## config.mk

```make
export PLATFORM = sky130hd
export DESIGN_NAME = scan_block_deframer_rle_decoder
export DESIGN_NICKNAME = d
export VERILOG_FILES = /design/src/rtl/sbd_pkg.sv /design/src/rtl/scan_block_deframer_rle_decoder.sv /design/src/rtl/sbd_ctrl.sv /design/src/rtl/sbd_datapath.sv
export SDC_FILE = /design/constraint.sdc
export NUM_CORES = 1
export LEC_CHECK = 0
export BUFFER_PORTS_ARGS = -buffer_cell sky130_fd_sc_hd__buf_2
export CORE_ASPECT_RATIO = 1.1
export CORE_UTILIZATION = 60
export DETAILED_ROUTE_END_ITERATION = 10
export MAX_ROUTING_LAYER = met4
export PLACE_DENSITY = 0.78
export SYNTH_ARGS = -nofsm -noshare
export SYNTH_HDL_FRONTEND = slang
export SYNTH_HIERARCHICAL = 1
export SYNTH_SLANG_ARGS = --single-unit
```

## constraint.sdc

```tcl
create_clock -name clock -period 4.3 [get_ports clock]
set_input_delay 0.86 -clock clock [delete_from_list [all_inputs] [get_ports clock]]
set_output_delay 0.86 -clock clock [all_outputs]
set_load 0.03 [all_outputs]
```

## src/rtl/sbd_pkg.sv

```systemverilog
// shared types and constants for the scan block deframer
// no dependencies
package sbd_pkg;

   localparam int ResultBytes      = 4;
   localparam int LaneBytesDefault = 4;
   localparam int HeaderBytes      = 12;
   localparam int FrameBytes       = 10;
   localparam int MaxRepeat        = 129;

   localparam logic [7:0] TypeEndData  = 8'h80;
   localparam logic [7:0] TypeEndFrame = 8'h82;
   localparam logic [7:0] TypeJpeg     = 8'h64;
   localparam logic [7:0] TypeRle      = 8'h42;
   localparam logic [7:0] TypeRaw      = 8'h40;
   localparam logic [7:0] RepeatBase   = 8'h80;

   typedef enum logic [1:0] {
      EV_DATA      = 2'd0,
      EV_END_DATA  = 2'd1,
      EV_END_FRAME = 2'd2,
      EV_BAD_TYPE  = 2'd3
   } event_type;

   typedef enum logic [1:0] {
      KIND_RAW  = 2'd0,
      KIND_RLE  = 2'd1,
      KIND_JPEG = 2'd2
   } kind_type;

   typedef enum logic [1:0] {
      PH_CTRL = 2'd0,
      PH_LIT  = 2'd1,
      PH_REP  = 2'd2
   } phase_type;

   typedef struct packed {
      logic accept;
      logic emit_run;
   } ctl_cmd_type;

   typedef struct packed {
      logic out_free;
      logic run_start;
      logic run_final;
   } ctl_sts_type;

endpackage

```

## src/rtl/scan_block_deframer_rle_decoder.sv

```systemverilog
// scan block deframer with packbits run-length decoding, top level
// an accepted input beat's result is loaded into the result register; the first
// result beat of a repeat run is loaded after the controller enters its run state
// throughput: one input beat per cycle while the result register is free; a repeat
// run holds input off while the run counter emits its result beats
// reset: synchronous, active high; clears header, run state and result valid
// depends on sbd_pkg, sbd_ctrl, sbd_datapath
module scan_block_deframer_rle_decoder #(
   parameter int LANE_BYTES = sbd_pkg::LaneBytesDefault
) (
   input  logic       clock,
   input  logic       reset,
   input  logic       req_valid,
   output logic       req_ready,
   input  logic [7:0] req_in_byte,
   input  logic       req_page_restart,
   output logic       rsp_valid,
   input  logic       rsp_ready,
   output logic [7:0] rsp_out_byte0,
   output logic [7:0] rsp_out_byte1,
   output logic [7:0] rsp_out_byte2,
   output logic [7:0] rsp_out_byte3,
   output logic [2:0] rsp_byte_count,
   output logic [1:0] rsp_block_kind,
   output logic [1:0] rsp_event_res,
   output logic       rsp_last
);
   import sbd_pkg::*;

   ctl_cmd_type cmd;
   ctl_sts_type sts;

   sbd_ctrl u_ctrl (
      .clock     (clock),
      .reset     (reset),
      .req_valid (req_valid),
      .req_ready (req_ready),
      .sts       (sts),
      .cmd       (cmd)
   );

   sbd_datapath #(
      .LANE_BYTES (LANE_BYTES)
   ) u_datapath (
      .clock            (clock),
      .reset            (reset),
      .cmd              (cmd),
      .sts              (sts),
      .req_in_byte      (req_in_byte),
      .req_page_restart (req_page_restart),
      .rsp_valid        (rsp_valid),
      .rsp_ready        (rsp_ready),
      .rsp_out_byte0    (rsp_out_byte0),
      .rsp_out_byte1    (rsp_out_byte1),
      .rsp_out_byte2    (rsp_out_byte2),
      .rsp_out_byte3    (rsp_out_byte3),
      .rsp_byte_count   (rsp_byte_count),
      .rsp_block_kind   (rsp_block_kind),
      .rsp_event_res    (rsp_event_res),
      .rsp_last         (rsp_last)
   );

endmodule

```

## src/rtl/sbd_ctrl.sv

```systemverilog
// controller state machine: input acceptance and repeat run sequencing
// depends on sbd_pkg
module sbd_ctrl (
   input  logic                 clock,
   input  logic                 reset,
   input  logic                 req_valid,
   output logic                 req_ready,
   input  sbd_pkg::ctl_sts_type sts,
   output sbd_pkg::ctl_cmd_type cmd
);
   import sbd_pkg::*;

   typedef enum logic [1:0] {
      ST_IDLE = 2'b01,
      ST_RUN  = 2'b10
   } ctl_state_type;

   ctl_state_type state_ff, state_in;

   always_comb begin
      req_ready    = 1'b0;
      cmd.accept   = 1'b0;
      cmd.emit_run = 1'b0;
      state_in     = state_ff;
      case (state_ff)
         ST_IDLE: begin
            req_ready  = sts.out_free;
            cmd.accept = req_valid && sts.out_free;
            if (cmd.accept && sts.run_start) begin
               state_in = ST_RUN;
            end
         end
         ST_RUN: begin
            cmd.emit_run = sts.out_free;
            if (sts.out_free && sts.run_final) begin
               state_in = ST_IDLE;
            end
         end
         default: begin
            state_in = ST_IDLE;
         end
      endcase
   end

   always_ff @(posedge clock) begin
      if (reset) begin
         state_ff <= ST_IDLE;
      end else begin
         state_ff <= state_in;
      end
   end

endmodule

```

## src/rtl/sbd_datapath.sv

```systemverilog
// datapath: header parsing, run-length state, repeat counter, result register
// depends on sbd_pkg
module sbd_datapath #(
   parameter int LANE_BYTES = sbd_pkg::LaneBytesDefault
) (
   input  logic                 clock,
   input  logic                 reset,
   input  sbd_pkg::ctl_cmd_type cmd,
   output sbd_pkg::ctl_sts_type sts,
   input  logic [7:0]           req_in_byte,
   input  logic                 req_page_restart,
   output logic                 rsp_valid,
   input  logic                 rsp_ready,
   output logic [7:0]           rsp_out_byte0,
   output logic [7:0]           rsp_out_byte1,
   output logic [7:0]           rsp_out_byte2,
   output logic [7:0]           rsp_out_byte3,
   output logic [2:0]           rsp_byte_count,
   output logic [1:0]           rsp_block_kind,
   output logic [1:0]           rsp_event_res,
   output logic                 rsp_last
);
   import sbd_pkg::*;

   localparam int LaneEff = (LANE_BYTES < 1) ? 1 :
                            ((LANE_BYTES > ResultBytes) ? ResultBytes : LANE_BYTES);
   localparam logic [2:0] Lane       = 3'(LaneEff);
   localparam logic [3:0] LenLowPos  = 4'(HeaderBytes - 2);
   localparam logic [3:0] InPayload  = 4'(HeaderBytes);
   localparam logic [3:0] FramePos   = 4'(FrameBytes);
   localparam logic [8:0] RepTop     = 9'd257;
   localparam logic [8:0] RepMax     = 9'(MaxRepeat);

   logic [3:0]  hp_ff, hp_in, hp_e, hp_nx;
   logic [7:0]  ty_ff, ty_in, ty_e;
   logic [7:0]  ll_ff, ll_in, ll_e;
   logic [15:0] pr_ff, pr_in, pr_e, pr_dec;
   phase_type   ph_ff, ph_in, ph_e;
   logic [7:0]  lit_ff, lit_in, lit_e, lit_dec;
   logic [7:0]  rem_ff, rem_in;
   logic [7:0]  rep_ff, rep_in;
   logic [8:0]  rep_raw;
   logic [2:0]  chunk;
   logic [15:0] len;
   logic        known;

   logic        valid_ff, valid_in;
   logic [7:0]  ob_ff [ResultBytes];
   logic [7:0]  ob_in [ResultBytes];
   logic [2:0]  cnt_ff, cnt_in;
   logic [1:0]  kind_ff, kind_in;
   logic [1:0]  ev_ff, ev_in;
   logic        last_ff, last_in;
   logic        load;
   logic        run_start;
   logic [7:0]  b;

   assign b     = req_in_byte;
   assign chunk = (rem_ff < {5'd0, Lane}) ? rem_ff[2:0] : Lane;

   assign sts.out_free  = !valid_ff || rsp_ready;
   assign sts.run_final = rem_ff <= {5'd0, Lane};
   assign sts.run_start = run_start;

   always_comb begin
      hp_e   = req_page_restart ? 4'd0  : hp_ff;
      ty_e   = req_page_restart ? 8'd0  : ty_ff;
      ll_e   = req_page_restart ? 8'd0  : ll_ff;
      pr_e   = req_page_restart ? 16'd0 : pr_ff;
      ph_e   = req_page_restart ? PH_CTRL : ph_ff;
      lit_e  = req_page_restart ? 8'd0  : lit_ff;
      hp_nx  = hp_e + 4'd1;
      pr_dec = pr_e - 16'd1;
      lit_dec = lit_e - 8'd1;
      len    = {b, ll_e};
      known  = (ty_e == TypeRaw) || (ty_e == TypeRle) || (ty_e == TypeJpeg);
      rep_raw = RepTop - {1'b0, lit_e};
      if (rep_raw > RepMax) begin
         rep_raw = RepMax;
      end
   end

   always_comb begin
      hp_in  = hp_ff;
      ty_in  = ty_ff;
      ll_in  = ll_ff;
      pr_in  = pr_ff;
      ph_in  = ph_ff;
      lit_in = lit_ff;
      rem_in = rem_ff;
      rep_in = rep_ff;
      run_start = 1'b0;
      load    = 1'b0;
      cnt_in  = 3'd0;
      kind_in = KIND_RAW;
      ev_in   = EV_DATA;
      last_in = 1'b1;
      for (int i = 0; i < ResultBytes; i++) begin
         ob_in[i] = 8'd0;
      end

      if (cmd.accept) begin
         hp_in  = hp_e;
         ty_in  = ty_e;
         ll_in  = ll_e;
         pr_in  = pr_e;
         ph_in  = ph_e;
         lit_in = lit_e;
         if (hp_e >= InPayload) begin
            if (ty_e == TypeRaw || ty_e == TypeJpeg) begin
               load     = 1'b1;
               cnt_in   = 3'd1;
               ob_in[0] = b;
               kind_in  = (ty_e == TypeRaw) ? KIND_RAW : KIND_JPEG;
            end else if (ty_e == TypeRle) begin
               case (ph_e)
                  PH_LIT: begin
                     load     = 1'b1;
                     cnt_in   = 3'd1;
                     ob_in[0] = b;
                     kind_in  = KIND_RLE;
                     lit_in   = lit_dec;
                     if (lit_dec == 8'd0) begin
                        ph_in = PH_CTRL;
                     end
                  end
                  PH_REP: begin
                     run_start = 1'b1;
                     rem_in    = rep_raw[7:0];
                     rep_in    = b;
                     ph_in     = PH_CTRL;
                     lit_in    = 8'd0;
                  end
                  default: begin
                     if (b < RepeatBase) begin
                        lit_in = b + 8'd1;
                        ph_in  = PH_LIT;
                     end else begin
                        lit_in = b;
                        ph_in  = PH_REP;
                     end
                  end
               endcase
            end
            pr_in = pr_dec;
            if (pr_dec == 16'd0) begin
               hp_in  = 4'd0;
               ty_in  = 8'd0;
               ph_in  = PH_CTRL;
               lit_in = 8'd0;
            end
         end else if (hp_e == 4'd0) begin
            if (b == TypeEndData) begin
               load  = 1'b1;
               ev_in = EV_END_DATA;
            end else begin
               ty_in = b;
               hp_in = 4'd1;
            end
         end else if (ty_e == TypeEndFrame) begin
            hp_in = hp_nx;
            if (hp_nx >= FramePos) begin
               load  = 1'b1;
               ev_in = EV_END_FRAME;
               hp_in = 4'd0;
               ty_in = 8'd0;
            end
         end else begin
            if (hp_e == LenLowPos) begin
               ll_in = b;
            end
            hp_in = hp_nx;
            if (hp_nx >= InPayload) begin
               ph_in  = PH_CTRL;
               lit_in = 8'd0;
               if (!known) begin
                  load  = 1'b1;
                  ev_in = EV_BAD_TYPE;
                  hp_in = 4'd0;
                  ty_in = 8'd0;
               end else if (len == 16'd0) begin
                  hp_in = 4'd0;
                  ty_in = 8'd0;
               end else begin
                  pr_in = len;
                  hp_in = InPayload;
               end
            end
         end
      end

      if (cmd.emit_run) begin
         load    = 1'b1;
         cnt_in  = chunk;
         kind_in = KIND_RLE;
         last_in = rem_ff == {5'd0, chunk};
         rem_in  = rem_ff - {5'd0, chunk};
         for (int i = 0; i < ResultBytes; i++) begin
            ob_in[i] = (3'(i) < chunk) ? rep_ff : 8'd0;
         end
      end

      valid_in = load || (valid_ff && !rsp_ready);
   end

   always_ff @(posedge clock) begin
      if (reset) begin
         hp_ff    <= 4'd0;
         ty_ff    <= 8'd0;
         ll_ff    <= 8'd0;
         pr_ff    <= 16'd0;
         ph_ff    <= PH_CTRL;
         lit_ff   <= 8'd0;
         rem_ff   <= 8'd0;
         valid_ff <= 1'b0;
      end else begin
         hp_ff    <= hp_in;
         ty_ff    <= ty_in;
         ll_ff    <= ll_in;
         pr_ff    <= pr_in;
         ph_ff    <= ph_in;
         lit_ff   <= lit_in;
         rem_ff   <= rem_in;
         valid_ff <= valid_in;
      end
   end

   always_ff @(posedge clock) begin
      rep_ff <= rep_in;
      if (load) begin
         ob_ff   <= ob_in;
         cnt_ff  <= cnt_in;
         kind_ff <= kind_in;
         ev_ff   <= ev_in;
         last_ff <= last_in;
      end
   end

   assign rsp_valid      = valid_ff;
   assign rsp_out_byte0  = ob_ff[0];
   assign rsp_out_byte1  = ob_ff[1];
   assign rsp_out_byte2  = ob_ff[2];
   assign rsp_out_byte3  = ob_ff[3];
   assign rsp_byte_count = cnt_ff;
   assign rsp_block_kind = kind_ff;
   assign rsp_event_res  = ev_ff;
   assign rsp_last       = last_ff;

endmodule

```

==> flow_summary.ini <==
[yosys]
avgSynthCellArea_um2 = 9.29
synth_warnings = 6
syn_area_mm2 = 0.00603
ys.flop_type = dfxtp_1
yosys.cell_types.count = 85
async_reset_ff_share_pct = 0
ys_seq_area_share_pct = 42.8
synth-edff-count = 48
synthCells = 649
ys_seq_elements = 105
syn_nets = 676

[grt]
grt_pass1_vias = 4947
grt-ovfl-total = 0
grt_pass1_wl_mm = 25.3
grt_max_degree = 43
track_usage_pct = 31.3
antenna_found_initial = 0

[drt]
drt_wl_total_mm = 15.8
wl_per_cell_um = 19.5
drtAntennaViolNets = 0
viasPerCell = 6.62
drtPass1Iterations = 5
vias = 5368
drt_iter0_drc = 453
drc = 0

[worst_setup_path]
slowest_stage = nor3_2
path_cells = buf_2 > inv_1 > nand2_1 > inv_1 > ha_1 > xnor2_1 > nor3_2 > nand2b_1 > a21oi_1 > nor3_1 > inv_1 > buf_4
cp-end-kind = register
cp.arrival_ns = 3.31
worst_path_largest_cell_delay_ns = 0.43
path_common_cell = inv_1
crit_type = in2reg
crit_path_start_kind = primary input
cp.required_ns = 4.32
worst-path-max-fanout = 40

[floorplanning]
pin_count = 55
core_mm2 = 0.00979
die_h_um = 107
die_w_um = 97.6
start_util_pct = 61.5
dieArea_mm2 = 0.0105
placementRows = 38

[timing]
worst_pin_slew_ns = 0.685
rsz0062_at_grt = no
hold_viol = 0
slew_headroom_pct = 54.1
finalSetupViolCount = 0
finalCritPeriodShare_pct = 76.6
skew_ns = 0.0124
timing.fmax_ghz = 0.304
tns_ns = 0
slew_violations = 0
finalCriticalPeriod_ns = 3.29

[flow_run]
cap_viol_max_count = 0

[clock_tree]
cts_buffer_depth = 2
cts_resized = 0
cts_max_level = 3
cts_made_buffers = 9
cts_hold_buf = 0
insertion_delay_ns = 0.37
clock-root-buffer = clkbuf_8
cts_tree = built
clk_pin_slew_ns = 0.10
cts_sinks = 105
cts_setup_buffers = 0

[cells_and_area]
final_area_mm2 = 0.00655
drive_gt1_share_pct = 16.6
layout.nets = 713
final_util_pct = 66.9
antenna_cells = 0
area_growth_pct = 8.68
final_cells = 811

[placed_design]
dp.cells = 795
io_buffers = 54
dp_hpwl_mm = 11.4
place_area_mm2 = 0.00638
gp_congestion = 0.993

[power]
p_total_uw = 1800
power_density_mw_per_mm2 = 275
p_leak_uw = 0.00242
vdd_ir_drop_max_mv = 0.150

[min_path]
hold_class = reg2reg

[run_status]
status = finished, final reports clean
==> cell families (layout without fill, tap and decap cells) <==
group / count (synthesis) / after routing / share of synthesized area, %
adder cells (fa/ha/maj): 14 / 14 / 2.91
buffers and inverters: 60 / 102 / 4.11
AO/OA/AOI/OAI: 181 / 181 / 21.8
multiplexers: 12 / 12 / 2.24
other: 1 / 1 / 0.0622
XOR/XNOR: 20 / 20 / 2.91
AND/OR/NAND/NOR: 256 / 256 / 23.1
flip-flops: 105 / 105 / 42.8
==> registers in the layout (all words and copies together), names as in the netlist <==
| register | cells |
|---|---|
| u_ctrl/state_ff | 2 |
| u_datapath/hp_ff | 4 |
| u_datapath/lit_ff | 8 |
| u_datapath/ll_ff | 8 |
| u_datapath/ph_ff | 2 |
| u_datapath/pr_ff | 16 |
| u_datapath/rem_ff | 8 |
| u_datapath/rep_ff | 8 |
| u_datapath/rsp_block_kind | 2 |
| u_datapath/rsp_byte_count | 3 |
| u_datapath/rsp_event_res | 2 |
| u_datapath/rsp_last | 1 |
| u_datapath/rsp_out_byte0 | 8 |
| u_datapath/rsp_out_byte1 | 8 |
| u_datapath/rsp_out_byte2 | 8 |
| u_datapath/rsp_out_byte3 | 8 |
| u_datapath/rsp_valid | 1 |
| u_datapath/ty_ff | 8 |
==> worst max-delay path: cells and delay by family <==
family	cells	cell delay [ns]
xor+xnor	1	0.12
fa+ha+maj	1	0.21
compound gates	1	0.21
buf+inv	5	1.02
simple gates	4	0.84
==> final timing paths <==
path                                                       start                                    end  slack, ns  depth (start not counted)
worst max-delay path                            req_page_restart  u_datapath/rsp_out_byte0[4]$_DFFE_PP_       1.01                         12
worst min-delay path            u_datapath/ty_ff[0]$_SDFFE_PP0P_       u_datapath/ty_ff[0]$_SDFFE_PP0P_       0.48                          1
worst max register to register  u_datapath/ty_ff[3]$_SDFFE_PP0P_      u_datapath/pr_ff[11]$_SDFFE_PP0P_       1.60                          7
worst min register to register  u_datapath/ty_ff[0]$_SDFFE_PP0P_       u_datapath/ty_ff[0]$_SDFFE_PP0P_       0.48                          1
==> area by class of cell <==
| cell class | count | area (um2) |
|---|---|---|
| clock buffers | 11 | 131 |
| clock inverters | 5 | 40.0 |
| fillers | 819 | 3240 |
| inverters | 17 | 63.8 |
| multi-input cells | 484 | 3200 |
| flip-flops and latches | 105 | 2580 |
| well taps | 120 | 150 |
| repair buffers | 69 | 383 |
==> through the flow <==
step | hold WS [ns] | setup WS, ns
final | 0.480 | 1.01
after global routing | 0.512 | 0.767
after CTS | 0.483 | 1.04
after detailed placement | 0.460 | 0.642
after global placement | 0.459 | 0.815
after floorplan | 0.442 | 0.395
==> synthesized netlist by cell type (5+ instances only) <==
cell type  count  share of area (%)
dfxtp_1       57                 19
nor2_1        57                3.5
nand2_1       54                3.4
edfxtp_1      48                 24
clkbuf_1      31                1.9
a21oi_1       30                2.5
o21ai_0       30                2.5
and2_1        21                2.2
a22o_1        20                2.9
and3_1        16                1.7
nor3_1        16                1.3
inv_1         15               0.93
ha_1          14                2.9
nand2b_1      12                1.2
nand3_1       12                1.0
nor4_1        11                1.1
xnor2_1       11                1.6
a31oi_1       10                1.0
nor2b_1       10                1.0
xor2_1         9                1.3
a211oi_1       8                1.0
a22oi_1        8                1.0
mux2_2         8                1.5
nand4_1        8               0.83
a21o_1         6               0.75
a32o_1         5               0.83
buf_2          5               0.42
nor4b_1        5               0.73
o22ai_1        5               0.52
==> metal layers <==
layer / part of all wire [%] / global-route usage, %
met2: 50 / 51.2
met5: 0 / -
met4: 2.3 / 12.7
met1: 41 / 39.4
met3: 6.9 / 4.17
==> power breakdown <==
part	internal (uW)	switching, uW
registers	1050	16.0
clock network	218	341
logic	64.1	117
==> layout by cell type, fill, tap and decap left out, drive strengths merged, types with 4 or more instances in the layout <==
cell     n
buf     69
dfxtp   57
nor2    57
nand2   54
edfxtp  48
o21ai   33
a21oi   30
and2    23
a22o    20
nor3    18
inv     18
and3    16
ha      14
nand2b  13
nor4    13
nand3   12
xnor2   11
clkbuf  11
nor2b   10
a31oi   10
xor2     9
mux2     9
a211oi   8
nand4    8
a22oi    8
a21o     6
o22ai    6
nor4b    5
a32o     5
or4      5
o31a     5
o31ai    5
o32ai    4
or3      4
o21a     4
o211ai   4
clkinv   4
No activity file was read; power rests on OpenSTA's default activity.
